$ cat src/rtl/skvt_pkg.sv
// ----------------------------------------------------------------------------
// skvt_pkg
// Shared codes, default sizes and types of the slot key/value table.
// ----------------------------------------------------------------------------
package skvt_pkg;

    localparam int DefSlots      = 16;
    localparam int DefValueBytes = 20;

    localparam logic [7:0] EMPTY_KEY = 8'hFF;

    typedef enum logic [2:0] {
        REQ_GET   = 3'd0,
        REQ_SET   = 3'd1,
        REQ_ERASE = 3'd2,
        REQ_COUNT = 3'd3,
        REQ_CLEAR = 3'd4
    } req_t;

    typedef enum logic [2:0] {
        ST_OK         = 3'd0,
        ST_NOT_FOUND  = 3'd1,
        ST_TOO_SMALL  = 3'd2,
        ST_BAD_LENGTH = 3'd3,
        ST_FULL       = 3'd4
    } status_t;

    // Outcome of one pass over the key store.
    typedef struct packed {
        logic done;
        logic found;
        logic empty_found;
    } scan_t;

endpackage

$ cat src/rtl/slot_key_value_table.sv
// ----------------------------------------------------------------------------
// slot_key_value_table
// Fixed table of key/value slots with get, set, erase, count and clear all.
// ----------------------------------------------------------------------------
//
//  Channel | Ports                                          | Direction
//  --------+------------------------------------------------+----------
//  request | s_valid s_ready s_req_type s_key s_length      | in
//          | s_data_byte s_last                             |
//  result  | m_valid m_ready m_status m_value_length        | out
//          | m_data_byte_out m_entry_count m_last_out       |
//
// A set item that is not the last is only staged. Count, clear all and
// unknown requests go straight to the result step. Get, erase and the
// last item of a set search the key memory one slot per cycle; a get then
// streams its value byte by byte (memory read, then the output register),
// and a set copies the staged bytes into the value memory, VALUE_BYTES
// bytes, each read from staging and then written. Reset clears the
// occupancy bits directly, so there is no clearing pass. A stalled result
// holds the block in its current step; one finished result may wait in the
// output register while the block goes back to accept the next item.
// ----------------------------------------------------------------------------
module slot_key_value_table #(
    parameter int SLOTS       = skvt_pkg::DefSlots,
    parameter int VALUE_BYTES = skvt_pkg::DefValueBytes
) (
    input  logic       aclk,
    input  logic       aresetn,
    input  logic       s_valid,
    output logic       s_ready,
    input  logic [2:0] s_req_type,
    input  logic [7:0] s_key,
    input  logic [7:0] s_length,
    input  logic [7:0] s_data_byte,
    input  logic       s_last,
    output logic       m_valid,
    input  logic       m_ready,
    output logic [2:0] m_status,
    output logic [4:0] m_value_length,
    output logic [7:0] m_data_byte_out,
    output logic [4:0] m_entry_count,
    output logic       m_last_out
);
    import skvt_pkg::*;

    localparam int IW  = (SLOTS > 1) ? $clog2(SLOTS) : 1;
    localparam int LW  = $clog2(VALUE_BYTES + 1);
    localparam int CW  = $clog2(SLOTS + 1);
    localparam int BW  = (VALUE_BYTES > 1) ? $clog2(VALUE_BYTES) : 1;
    localparam int VD  = SLOTS * VALUE_BYTES;
    localparam int AW  = (VD > 1) ? $clog2(VD) : 1;

    typedef enum logic [2:0] {
        S_IDLE, S_SCAN, S_GET_RD, S_GET_OUT, S_COPY_RD, S_COPY_WR, S_EMIT
    } state_t;

    state_t         state_reg;
    logic [2:0]     req_reg;
    logic [7:0]     key_reg, len_reg;
    logic [LW-1:0]  stg_count_reg, got_reg;
    logic [BW-1:0]  byte_idx_reg;
    logic [AW-1:0]  base_reg;
    status_t        pend_status_reg;
    logic [4:0]     pend_vlen_reg, pend_count_reg;

    logic           m_valid_reg, m_last_reg;
    logic [2:0]     m_status_reg;
    logic [4:0]     m_vlen_reg, m_count_reg;
    logic [7:0]     m_data_reg;

    // Value and staging memories.
    logic [7:0]     values [VD];
    logic [7:0]     staging [VALUE_BYTES];
    logic [7:0]     val_rdata_reg, stg_rdata_reg;

    logic           accept, out_free, out_load, stg_fits;
    logic [LW-1:0]  stg_count_inc;
    logic [AW-1:0]  val_addr;

    // Key store interface.
    scan_t          scan_st;
    logic           scan_start, wr_en, erase_en, clear_en;
    logic [IW-1:0]  match_idx, empty_idx, wr_idx;
    logic [LW-1:0]  match_len;
    logic [CW-1:0]  entry_count;

    skvt_key_store #(
        .SLOTS       (SLOTS),
        .VALUE_BYTES (VALUE_BYTES)
    ) u_keys (
        .aclk        (aclk),
        .aresetn     (aresetn),
        .scan_start  (scan_start),
        .scan_key    (key_reg),
        .scan_st     (scan_st),
        .match_idx   (match_idx),
        .match_len   (match_len),
        .empty_idx   (empty_idx),
        .wr_en       (wr_en),
        .wr_idx      (wr_idx),
        .wr_key      (key_reg),
        .wr_len      (len_reg[LW-1:0]),
        .erase_en    (erase_en),
        .erase_idx   (match_idx),
        .clear_en    (clear_en),
        .entry_count (entry_count)
    );

    // The output register is free when empty or being taken this cycle.
    assign s_ready  = (state_reg == S_IDLE);
    assign accept   = s_valid && s_ready;
    assign out_free = !m_valid_reg || m_ready;
    assign out_load = ((state_reg == S_GET_OUT) || (state_reg == S_EMIT)) && out_free;

    // A set byte is kept while the staging count is below both the
    // declared length and the slot size; anything beyond is dropped.
    assign stg_fits = (8'(stg_count_reg) < s_length)
                   && (stg_count_reg < LW'(VALUE_BYTES));
    assign stg_count_inc = stg_fits ? stg_count_reg + 1'b1 : stg_count_reg;
    assign val_addr = base_reg + AW'(byte_idx_reg);

    // Key store commands. The search is started from the idle step with the
    // key still at the input; the search key is taken from the register,
    // which holds it by the time the first slot's data is being compared.
    always_comb begin
        scan_start = 1'b0;
        wr_en      = 1'b0;
        wr_idx     = match_idx;
        erase_en   = 1'b0;
        clear_en   = 1'b0;
        if (state_reg == S_SCAN && scan_st.done) begin
            if (req_reg == REQ_SET && len_reg <= 8'(VALUE_BYTES)) begin
                wr_en  = scan_st.found || scan_st.empty_found;
                wr_idx = scan_st.found ? match_idx : empty_idx;
            end
            if (req_reg == REQ_ERASE) begin
                erase_en = scan_st.found;
            end
        end
        if (accept) begin
            unique case (s_req_type)
                REQ_GET:   scan_start = (s_key != EMPTY_KEY);
                REQ_SET:   scan_start = s_last && (s_length <= 8'(VALUE_BYTES));
                REQ_ERASE: scan_start = 1'b1;
                REQ_CLEAR: clear_en   = 1'b1;
                default:   scan_start = 1'b0;
            endcase
        end
    end

    always_ff @(posedge aclk) begin
        if (accept && s_req_type == REQ_SET && stg_fits) begin
            staging[stg_count_reg[BW-1:0]] <= s_data_byte;
        end
        if (state_reg == S_COPY_RD) begin
            stg_rdata_reg <= staging[byte_idx_reg];
        end
    end

    always_ff @(posedge aclk) begin
        if (state_reg == S_COPY_WR) begin
            values[val_addr] <= (LW'(byte_idx_reg) < got_reg) ? stg_rdata_reg : 8'h00;
        end
        if (state_reg == S_GET_RD) begin
            val_rdata_reg <= values[val_addr];
        end
    end

    always_ff @(posedge aclk) begin
        if (!aresetn) begin
            state_reg       <= S_IDLE;
            stg_count_reg   <= '0;
            m_valid_reg     <= 1'b0;
            req_reg         <= '0;
            key_reg         <= '0;
            len_reg         <= '0;
            got_reg         <= '0;
            byte_idx_reg    <= '0;
            base_reg        <= '0;
            pend_status_reg <= ST_OK;
            pend_vlen_reg   <= '0;
            pend_count_reg  <= '0;
            m_last_reg      <= 1'b0;
            m_status_reg    <= '0;
            m_vlen_reg      <= '0;
            m_count_reg     <= '0;
            m_data_reg      <= '0;
        end else begin
            if (out_load) begin
                m_valid_reg <= 1'b1;
            end else if (m_ready) begin
                m_valid_reg <= 1'b0;
            end
            unique case (state_reg)
                S_IDLE: begin
                    if (accept) begin
                        req_reg        <= s_req_type;
                        key_reg        <= s_key;
                        len_reg        <= s_length;
                        pend_vlen_reg  <= '0;
                        pend_count_reg <= (s_req_type == REQ_COUNT) ? 5'(entry_count) : '0;
                        stg_count_reg  <= (s_req_type == REQ_SET && !s_last) ?
                                          stg_count_inc : '0;
                        unique case (s_req_type)
                            REQ_GET: begin
                                if (s_key == EMPTY_KEY) begin
                                    pend_status_reg <= ST_NOT_FOUND;
                                    state_reg       <= S_EMIT;
                                end else begin
                                    pend_status_reg <= ST_OK;
                                    state_reg       <= S_SCAN;
                                end
                            end
                            REQ_SET: begin
                                if (!s_last) begin
                                    pend_status_reg <= ST_OK;
                                end else begin
                                    got_reg <= stg_count_inc;
                                    if (s_length > 8'(VALUE_BYTES)) begin
                                        pend_status_reg <= ST_BAD_LENGTH;
                                        state_reg       <= S_EMIT;
                                    end else begin
                                        pend_status_reg <= ST_OK;
                                        state_reg       <= S_SCAN;
                                    end
                                end
                            end
                            REQ_ERASE: begin
                                pend_status_reg <= ST_OK;
                                state_reg       <= S_SCAN;
                            end
                            default: begin
                                pend_status_reg <= ST_OK;
                                state_reg       <= S_EMIT;
                            end
                        endcase
                    end
                end
                S_SCAN: begin
                    if (scan_st.done) begin
                        byte_idx_reg <= '0;
                        if (req_reg == REQ_GET) begin
                            base_reg <= AW'(match_idx) * AW'(VALUE_BYTES);
                            if (!scan_st.found) begin
                                pend_status_reg <= ST_NOT_FOUND;
                                state_reg       <= S_EMIT;
                            end else if (8'(match_len) > len_reg) begin
                                pend_status_reg <= ST_TOO_SMALL;
                                pend_vlen_reg   <= 5'(match_len);
                                state_reg       <= S_EMIT;
                            end else if (match_len != '0) begin
                                state_reg <= S_GET_RD;
                            end else begin
                                state_reg <= S_EMIT;
                            end
                        end else if (req_reg == REQ_SET) begin
                            base_reg <= AW'(wr_idx) * AW'(VALUE_BYTES);
                            if (wr_en) begin
                                state_reg <= S_COPY_RD;
                            end else begin
                                pend_status_reg <= ST_FULL;
                                state_reg       <= S_EMIT;
                            end
                        end else begin
                            state_reg <= S_EMIT;
                        end
                    end
                end
                S_GET_RD: state_reg <= S_GET_OUT;
                S_GET_OUT: begin
                    if (out_free) begin
                        m_status_reg <= ST_OK;
                        m_vlen_reg   <= 5'(match_len);
                        m_data_reg   <= val_rdata_reg;
                        m_count_reg  <= '0;
                        if (LW'(byte_idx_reg) + 1'b1 == match_len) begin
                            m_last_reg <= 1'b1;
                            state_reg  <= S_IDLE;
                        end else begin
                            m_last_reg   <= 1'b0;
                            byte_idx_reg <= byte_idx_reg + 1'b1;
                            state_reg    <= S_GET_RD;
                        end
                    end
                end
                S_COPY_RD: state_reg <= S_COPY_WR;
                S_COPY_WR: begin
                    if (byte_idx_reg == BW'(VALUE_BYTES - 1)) begin
                        state_reg <= S_EMIT;
                    end else begin
                        byte_idx_reg <= byte_idx_reg + 1'b1;
                        state_reg    <= S_COPY_RD;
                    end
                end
                S_EMIT: begin
                    if (out_free) begin
                        m_status_reg <= pend_status_reg;
                        m_vlen_reg   <= pend_vlen_reg;
                        m_data_reg   <= '0;
                        m_count_reg  <= pend_count_reg;
                        m_last_reg   <= 1'b1;
                        state_reg    <= S_IDLE;
                    end
                end
                default: state_reg <= S_IDLE;
            endcase
        end
    end

    assign m_valid         = m_valid_reg;
    assign m_status        = m_status_reg;
    assign m_value_length  = m_vlen_reg;
    assign m_data_byte_out = m_data_reg;
    assign m_entry_count   = m_count_reg;
    assign m_last_out      = m_last_reg;

    // The search only reports completion while the controller waits for it.
    a_scan_done_in_scan: assert property (@(posedge aclk) disable iff (!aresetn)
        scan_st.done |-> (state_reg == S_SCAN))
        else $error("key search finished outside the search step");

    // The occupied-slot count never exceeds the number of slots.
    a_count_range: assert property (@(posedge aclk) disable iff (!aresetn)
        entry_count <= CW'(SLOTS))
        else $error("occupied-slot count out of range");

    // Staged bytes never exceed the slot size.
    a_staging_range: assert property (@(posedge aclk) disable iff (!aresetn)
        stg_count_reg <= LW'(VALUE_BYTES))
        else $error("staging count beyond slot size");

    // A streamed get never reads past the stored length.
    a_get_bound: assert property (@(posedge aclk) disable iff (!aresetn)
        (state_reg == S_GET_RD) |-> (LW'(byte_idx_reg) < match_len))
        else $error("get stream beyond stored length");

    // A set copy only writes while its slot was claimed.
    a_copy_target: assert property (@(posedge aclk) disable iff (!aresetn)
        (state_reg == S_COPY_RD) && $past(state_reg == S_SCAN) |-> $past(wr_en))
        else $error("value copy without a claimed slot");

endmodule

$ cat src/rtl/skvt_key_store.sv
// ----------------------------------------------------------------------------
// skvt_key_store
// Key and length memory with occupancy bits, a one-slot-per-cycle search
// for a key and for the first empty slot, and the count of occupied slots.
// ----------------------------------------------------------------------------
module skvt_key_store #(
    parameter int SLOTS       = 16,
    parameter int VALUE_BYTES = 20,
    localparam int IW = (SLOTS > 1) ? $clog2(SLOTS) : 1,
    localparam int LW = $clog2(VALUE_BYTES + 1),
    localparam int CW = $clog2(SLOTS + 1)
) (
    input  logic            aclk,
    input  logic            aresetn,
    input  logic            scan_start,
    input  logic [7:0]      scan_key,
    output skvt_pkg::scan_t scan_st,
    output logic [IW-1:0]   match_idx,
    output logic [LW-1:0]   match_len,
    output logic [IW-1:0]   empty_idx,
    input  logic            wr_en,
    input  logic [IW-1:0]   wr_idx,
    input  logic [7:0]      wr_key,
    input  logic [LW-1:0]   wr_len,
    input  logic            erase_en,
    input  logic [IW-1:0]   erase_idx,
    input  logic            clear_en,
    output logic [CW-1:0]   entry_count
);
    import skvt_pkg::*;

    logic [8+LW-1:0] mem [SLOTS];
    logic [8+LW-1:0] rd_data_reg;
    logic [SLOTS-1:0] occ_reg;
    logic [CW-1:0]    count_reg;
    logic             busy_reg, cmp_valid_reg, cmp_last_reg, done_reg;
    logic [IW-1:0]    rd_idx_reg, cmp_idx_reg;
    logic             found_reg, empty_found_reg;
    logic [IW-1:0]    match_idx_reg, empty_idx_reg;
    logic [LW-1:0]    match_len_reg;
    logic [7:0]       slot_key;
    logic             cmp_occ;

    always_ff @(posedge aclk) begin
        if (wr_en) begin
            mem[wr_idx] <= {wr_key, wr_len};
        end
        if (busy_reg) begin
            rd_data_reg <= mem[rd_idx_reg];
        end
    end

    // An unoccupied slot reads as the empty mark whatever the memory holds.
    always_comb begin
        cmp_occ  = occ_reg[cmp_idx_reg];
        slot_key = cmp_occ ? rd_data_reg[8+LW-1:LW] : EMPTY_KEY;
    end

    always_ff @(posedge aclk) begin
        if (!aresetn) begin
            occ_reg         <= '0;
            count_reg       <= '0;
            busy_reg        <= 1'b0;
            cmp_valid_reg   <= 1'b0;
            cmp_last_reg    <= 1'b0;
            done_reg        <= 1'b0;
            found_reg       <= 1'b0;
            empty_found_reg <= 1'b0;
            rd_idx_reg      <= '0;
            cmp_idx_reg     <= '0;
            match_idx_reg   <= '0;
            empty_idx_reg   <= '0;
            match_len_reg   <= '0;
        end else begin
            cmp_valid_reg <= busy_reg;
            cmp_idx_reg   <= rd_idx_reg;
            cmp_last_reg  <= busy_reg && (rd_idx_reg == IW'(SLOTS - 1));
            done_reg      <= cmp_valid_reg && cmp_last_reg;
            if (scan_start) begin
                busy_reg        <= 1'b1;
                rd_idx_reg      <= '0;
                found_reg       <= 1'b0;
                empty_found_reg <= 1'b0;
            end else if (busy_reg) begin
                if (rd_idx_reg == IW'(SLOTS - 1)) begin
                    busy_reg <= 1'b0;
                end else begin
                    rd_idx_reg <= rd_idx_reg + 1'b1;
                end
            end
            if (cmp_valid_reg) begin
                if ((slot_key == scan_key) && !found_reg) begin
                    found_reg     <= 1'b1;
                    match_idx_reg <= cmp_idx_reg;
                    match_len_reg <= rd_data_reg[LW-1:0];
                end
                if (!cmp_occ && !empty_found_reg) begin
                    empty_found_reg <= 1'b1;
                    empty_idx_reg   <= cmp_idx_reg;
                end
            end
            if (clear_en) begin
                occ_reg   <= '0;
                count_reg <= '0;
            end else if (wr_en) begin
                occ_reg[wr_idx] <= (wr_key != EMPTY_KEY);
                if (!occ_reg[wr_idx] && (wr_key != EMPTY_KEY)) begin
                    count_reg <= count_reg + 1'b1;
                end else if (occ_reg[wr_idx] && (wr_key == EMPTY_KEY)) begin
                    count_reg <= count_reg - 1'b1;
                end
            end else if (erase_en) begin
                occ_reg[erase_idx] <= 1'b0;
                if (occ_reg[erase_idx]) begin
                    count_reg <= count_reg - 1'b1;
                end
            end
        end
    end

    assign scan_st.done        = done_reg;
    assign scan_st.found       = found_reg;
    assign scan_st.empty_found = empty_found_reg;
    assign match_idx   = match_idx_reg;
    assign match_len   = match_len_reg;
    assign empty_idx   = empty_idx_reg;
    assign entry_count = count_reg;

endmodule

$ cat config.mk
export PLATFORM = sky130hd
export DESIGN_NAME = slot_key_value_table
export DESIGN_NICKNAME = d
export VERILOG_FILES = /design/src/rtl/skvt_pkg.sv /design/src/rtl/slot_key_value_table.sv /design/src/rtl/skvt_key_store.sv
export SDC_FILE = /design/constraint.sdc
export NUM_CORES = 2
export LEC_CHECK = 0
export BUFFER_PORTS_ARGS = -buffer_cell sky130_fd_sc_hd__buf_2
export CAP_MARGIN = 20
export CORE_UTILIZATION = 30
export DETAILED_ROUTE_END_ITERATION = 8
export PLACE_DENSITY = 0.42
export RECOVER_POWER = 25
export SETUP_SLACK_MARGIN = 0.4
export SLEW_MARGIN = 20
export SYNTH_ARGS = -nofsm -noshare
export SYNTH_HDL_FRONTEND = slang
export SYNTH_SLANG_ARGS = --single-unit
$ cat constraint.sdc
create_clock -name aclk -period 9.6 [get_ports aclk]
set_clock_uncertainty 0.2 [all_clocks]
set_input_delay 0 -clock aclk [delete_from_list [all_inputs] [get_ports aclk]]
set_output_delay 0 -clock aclk [all_outputs]
set_load 0.005 [all_outputs]
Word level (Yosys, flattened, before mapping)
Memories as Yosys holds them, arrays and structs flattened. A register that Yosys moved wholly into a read port is not among the register bits.
Index checks and enable logic that the tools add are counted.
- bits in registers: 130
- bits in writable memories: 2928
- input port bits: 32
- output and inout bits: 24
- word-level logic and storage cells: 250
- memories kept: 3
- add/subtract/negate cells: 6
- multipliers: 2
- order comparisons: 12
- eq/ne operators: 34
- mux-type cells: 108
- bitwise operators: 4
- reduce and logical (&&, ||, !) cells: 51
- memory list (name ; words ; width ; read ports ; clocked after Yosys merged registers in ; write ports ; line ; RTL):
    values ; 320 ; 8 ; 1 ; 1 ; 1 ; slot_key_value_table.sv:72 ; logic [7:0] values [VD];
    u_keys.mem ; 16 ; 13 ; 1 ; 1 ; 1 ; skvt_key_store.sv:32 ; logic [8+LW-1:0] mem [SLOTS];
    staging ; 20 ; 8 ; 1 ; 1 ; 1 ; slot_key_value_table.sv:73 ; logic [7:0] staging [VALUE_BYTES];
- operators with widths (cell ; number):
    2-to-1 mux 5 bit ; 21
    2-to-1 mux 3 bit ; 20
    2-to-1 mux 1 bit ; 33
    2-to-1 mux 16 bit ; 2
    2-to-1 mux 8 bit ; 4
    case mux 5 bit (2 select lines) ; 3
    case mux 3 bit (7 select lines) ; 1
    2-to-1 mux 9 bit ; 2
    case mux 3 bit (2 select lines) ; 3
    logical AND 1 bit ; 17
    AND 16 bit ; 1
    bitwise mux 16 bit ; 1
    == test 8 bit (second input constant) ; 2
    <= comparator 8 x 5 -> 1 bit (second input constant) ; 2
    inequality test 8 bit (second input constant) ; 2
    inverter 16 bit ; 1
    case mux 8 bit (2 select lines) ; 1
    adder 5 x 1 -> 5 bit (second input constant) ; 3
    == test 3 x 2 -> 1 bit (second input constant) ; 5
    less-than comparator 4 x 5 -> 1 bit (second input constant) ; 3
    case mux 5 bit (3 select lines) ; 1
    multiplier 4 x 3 -> 7 bit (second input constant) ; 2
    binary-select mux 1 bit (select 4 bit) ; 3
    == test 3 bit (second input constant) ; 4
    38 further kinds ; 80

Depth between registers and ports, before layout
- word-level depth: 10
- mapped depth: 15
- mapped depth without buffers: 14

Hierarchy
Synthesis repeated with hierarchy kept, for this count alone.
- cells, all modules: 5830
- area total of the unflattened synthesis: 121064.9 µm²
- modules (own cells, without submodules) (module ; instances ; cells an instance ; area each (µm²) ; sequential area each (µm²)):
    slot_key_value_table ; 1 ; 5194 ; 110081.8 ; 83760.3
    skvt_key_store ; 1 ; 636 ; 10983.0 ; 7597.3

Worst setup path before layout
OpenSTA, ideal clock, no wires.
- path kind: flip-flop to flip-flop
- start: register byte_idx_reg[0]
- end: memory values[0][0], data pin
- setup time: 1037 ps
- data arrival time: 6141 ps
- data required time: 8363 ps
- setup slack: 2222 ps
- cell stages (with the launch flop): 13
- path buffers: 5
- period minus slack after synthesis: 7378 ps
- path through: dfxtp_1 buf_4 buf_6 buf_6 buf_2 buf_4 inv_1 a21boi_0 o21a_1 o21ai_0 nand2b_1 a21oi_1 and2_1
- cells in the longest elaborated chain, start to end: 2
- ends and longest elaborated chain (item ; line ; RTL):
    start, declared ; slot_key_value_table.sv:61 ; logic [BW-1:0] byte_idx_reg;
    start signal, assigned ; slot_key_value_table.sv:281 ; byte_idx_reg <= byte_idx_reg + 1'b1;
    start signal, assigned ; slot_key_value_table.sv:291 ; byte_idx_reg <= byte_idx_reg + 1'b1;
    less-than comparator 5 bit ; slot_key_value_table.sv:162 ; values[val_addr] <= (LW'(byte_idx_reg) < got_reg) ? stg_rdata_reg : 8'h00;
    2-to-1 mux 8 bit ; slot_key_value_table.sv:162 ;
    end, declared ; slot_key_value_table.sv:72 ;
No other way between the ends.

Worst setup path in the final report
- start: register byte_idx_reg[1]
- end: memory values[304][3], data pin
The elaborated chain is that of the path after synthesis.

==> impl_metrics.csv <==
group,metric,value,unit
status,run_status,"finished, violations left",
status,violations_in_the_final_reports,"capacitance limit, slew limit",
layout,highest_count_cells_in_the_layout_ignoring_fill_and_taps,"2,957 x sky130_fd_sc_hd__edfxtp_1, 931 x sky130_fd_sc_hd__mux4_2, 437 x sky130_fd_sc_hd__nor2_1, 352 x sky130_fd_sc_hd__clkbuf_16, 238 x sky130_fd_sc_hd__nand2_1",
layout,final_nets,6128,
setup_path,cp_data_arrival_time,7410,ps
logic_synthesis,asyncSetResetFlopFracSynth,0,%
drt,avgViaCountPerCell,5.00,
logic_synthesis,postSynthNetCount,5825,
global_route,gr-total-overflow,0,
worst_hold_path,whs_path_depth,5,
run,max_cap_violations,12,
power,net_switching_share_of_the_total_power,21.9,%
logic_synthesis,yosys_most_used_dff,"sky130_fd_sc_hd__edfxtp_1",
setup_path,crit_fanout,70,
sta,max_clk_rate,142,MHz
worst_hold_path,worst_case_hold_path_end_point,"stg_count_reg[4]",
sta,max_slew.worst_pin.slew,3220,ps
setup_path,critical_path.endpoint_type,"register",
drt,drt.antenna.violating_nets,0,
sta,slew_headroom,-115,%
drt,drt_first_iter_violations,5154,
power,static-leakage-power,0.0427,uW
sta,report.final.hold_viol_count,0,
worst_hold_path,worst_hold_startpoint,"s_req_type[0]",
global_route,grt_pass1_wl,489000,um
power,internal_power,22700,uW
sta,maxSlewViolCount,371,
layout,mostFrequentLayoutCell,"sky130_fd_sc_hd__edfxtp_1",
logic_synthesis,synth_largest_type_area_fraction,73.2,%
layout,fillerInstances,37300,
global_route,first_global_vias,60900,
setup_path,r2r_cells,9,
logic_synthesis,syn-cell-area,121000,um2
logic_synthesis,netlist-cell-type-count,77,
power,power.combinational.fraction,3.5,%
power,power.ir.vdd_worst,0.154,mV
sta,grt_setup_unrepaired,"no",
setup_path,reg2reg_to,"values[304][3]",
placement,routabilityCongestion,0.781,
setup_path,worst_path_max_delay_cell,"sky130_fd_sc_hd__clkbuf_1",
setup_path,cpPeakStageDelay,1910,ps
drt,drcViolationCount,0,
setup_path,cpLargestDelayFamily,"buffers and inverters",
clock_network,tritoncts_num_sinks,3085,
layout,max_flop_register,"values",
setup_path,rrSetupSlack,2560,ps
worst_hold_path,classification_of_the_worst_slack_hold_path,"in -> reg",
floorplan,core-area,403000,um2
drt,vias,58700,
logic_synthesis,synth.top_cells.by_area,"sky130_fd_sc_hd__edfxtp_1 73%, sky130_fd_sc_hd__mux4_2 17%, sky130_fd_sc_hd__dfxtp_1 2.1%",
drt,totalWireLength,346000,um
layout,share_of_the_core_filled_with_cells_in_the_final_layout,34.8,%
logic_synthesis,synth_enable_flop_cells,2957,
floorplan,io_pins,56,
drt,firstDrtPassIters,6,
logic_synthesis,synthesis.instances,5756,
clock_network,tritoncts,"built",
clock_network,numCtsBuffers,346,
layout,largest_reg_flops,2560,
clock_network,postCtsResizedCells,0,
layout,area_growth,15.6,%
sta,post-route-period-util,73.4,%
sta,setup_violations,0,
floorplan,die_w,638,um
sta,layout_min_cycle_time,7040,ps
clock_network,worst_skew_pair.late_latency,940,ps
logic_synthesis,ys_seq_area_share,75.3,%
clock_network,cts.reportedPaths.clkPinSlew,50,ps
power,power_per_cell_area,208,nW/um2
setup_path,setup.worst_path.class,"reg -> reg",
clock_network,clockBufferDepth,4,
global_route,grt_start_max_net_pins,142,
logic_synthesis,avgSynthCellArea,21.1,um2
floorplan,effective_utilization_at_floorplan,30.1,%
drt,average_routed_wire_per_standard_cell,29.5,um
floorplan,die_area,407000,um2
power,netsw,6380,uW
logic_synthesis,synthDominantAreaCellType,"sky130_fd_sc_hd__edfxtp_1",
setup_path,worstReg2RegStart,"byte_idx_reg[1]",
setup_path,crit_chain,"ha_1 -> a21boi_0 -> o21a_1 -> o21ai_0 -> nand2b_1 -> a21oi_1 -> and2_0 -> clkbuf_1 -> buf_4",
floorplan,std_cell_rows,233,
setup_path,worstPathRequired,9970,ps
sta,setup_tns,0,ps
layout,drive_gt1_share,25.6,%
power,power.share.sequential,51.7,%
sta,hold_ws,77.8,ps
global_route,global_route.usage.total,16.8,%
placement,port_buffers,55,
global_route,grt_antenna_before_repair,29,
logic_synthesis,synth_seq_cells,3085,
clock_network,buffers_inserted_during_post_cts_setup_optimization,0,
floorplan,die_h,638,um
logic_synthesis,ys.warnings.count,0,
setup_path,path_buf_inv,2,
placement,detailedPlacementHpwl,206000,um
power,share_clk_of_total_power,44.8,%
clock_network,clock_tree.root_cell,"sky130_fd_sc_hd__clkbuf_16",
clock_network,htree_num_levels,5,
setup_path,cp-start-kind,"register",
area by class of cell:
type / instances / area [um2] / share of cell area, %
clock buffers: 432 / 9140 / 6.52
repair buffers: 298 / 2520 / 1.80
flip-flops and latches: 3085 / 91400 / 65.1
diodes: 1 / 2.50 / 0.00178
inverters: 44 / 165 / 0.118
clock inverters: 195 / 1940 / 1.38
well taps: 5405 / 6760 / 4.82
multi-input cells: 2284 / 28400 / 20.2
logic make-up (layout without fill, tap and decap cells):
kind of cell / Yosys count / in the layout / share of synthesized area [%]
buffers and inverters: 387 / 969 / 1.43
adders and majority gates: 37 / 37 / 0.400
DFF: 3085 / 3085 / 75.3
other: 0 / 1 / 0
xor gates and xnor gates: 29 / 29 / 0.209
and+or+nand+nor: 941 / 941 / 3.36
AOI/OAI and AO/OA: 304 / 304 / 1.64
muxes: 973 / 973 / 17.6
what timing repair did:
action | in CTS | in global routing
setup endpoints to repair | 0 | 0
endpoints found under the hold margin | 386 | 0
hold buffers | 106 | 0
stage by stage:
| step | cell area, um2 | power [uW] | std cells | setup WS (ps) |
|---|---|---|---|---|
| global placement | 128000 | 16300 | 11000 | 4120 |
| finish | 140000 | 29100 | 11700 | 2560 |
| detailed placement | 128000 | 16300 | 11000 | 4020 |
| floorplan | 121000 | 15900 | 5756 | 2220 |
| CTS | 140000 | 29500 | 11700 | 4030 |
| global route | 140000 | 30000 | 11700 | 1930 |
cell usage after synthesis, types with 9 or more instances:
master / instances
sky130_fd_sc_hd__a211oi_1: 14
sky130_fd_sc_hd__a21oi_1: 87
sky130_fd_sc_hd__a22oi_1: 13
sky130_fd_sc_hd__a311oi_1: 12
sky130_fd_sc_hd__a31oi_1: 22
sky130_fd_sc_hd__and2_1: 23
sky130_fd_sc_hd__and3_1: 18
sky130_fd_sc_hd__buf_1: 30
sky130_fd_sc_hd__buf_2: 85
sky130_fd_sc_hd__buf_4: 20
sky130_fd_sc_hd__buf_6: 14
sky130_fd_sc_hd__clkbuf_1: 193
sky130_fd_sc_hd__dfxtp_1: 128
sky130_fd_sc_hd__edfxtp_1: 2957
sky130_fd_sc_hd__ha_1: 34
sky130_fd_sc_hd__inv_1: 42
sky130_fd_sc_hd__mux2_2: 10
sky130_fd_sc_hd__mux2i_1: 32
sky130_fd_sc_hd__mux4_2: 931
sky130_fd_sc_hd__nand2_1: 250
sky130_fd_sc_hd__nand2b_1: 18
sky130_fd_sc_hd__nand3_1: 77
sky130_fd_sc_hd__nand4_1: 21
sky130_fd_sc_hd__nor2_1: 442
sky130_fd_sc_hd__nor2b_1: 10
sky130_fd_sc_hd__nor3_1: 41
sky130_fd_sc_hd__o21a_1: 12
sky130_fd_sc_hd__o21ai_0: 56
sky130_fd_sc_hd__or3_1: 10
sky130_fd_sc_hd__xnor2_1: 20
sky130_fd_sc_hd__xor2_1: 9
layer usage:
| layer | track usage [%] | wire (um) |
|---|---|---|
| met5 | 0 | 13 |
| met4 | 3.78 | 7440 |
| met3 | 2.40 | 17800 |
| met2 | 27.0 | 164000 |
| met1 | 24.1 | 156000 |
power groups by stage:
stage          combinational (uW)  sequential (uW)  clock, uW
4_1_cts                      1070            15000      13400
2_1_floorplan                 545            15300          0
3_5_place_dp                 1010            15300          0
6_report                     1030            15000      13000
3_3_place_gp                  994            15300          0
5_1_grt                      1120            15000      13800
worst reg2reg max path: stages (launching register included):
cell and delay [ps]:
sky130_fd_sc_hd__dfxtp_1 1530, sky130_fd_sc_hd__ha_1 450, sky130_fd_sc_hd__a21boi_0 130, sky130_fd_sc_hd__o21a_1 190
sky130_fd_sc_hd__o21ai_0 140, sky130_fd_sc_hd__nand2b_1 70, sky130_fd_sc_hd__a21oi_1 640, sky130_fd_sc_hd__and2_0 360
sky130_fd_sc_hd__clkbuf_1 1910, sky130_fd_sc_hd__buf_4 1000
worst max path at each step:
stage          cells after the start                    end  slack, ps            start
2_1_floorplan                     12           values[0][0]       2220  byte_idx_reg[0]
3_3_place_gp                      12  u_keys.entry_count[2]       4120     state_reg[0]
3_5_place_dp                      13  u_keys.entry_count[4]       4020     state_reg[0]
4_1_cts                           13  u_keys.entry_count[4]       4030     state_reg[0]
5_1_grt                           13  u_keys.entry_count[4]       1930     state_reg[0]
6_report                           9         values[304][3]       2560  byte_idx_reg[1]
(Power assumes the default switching activity.)
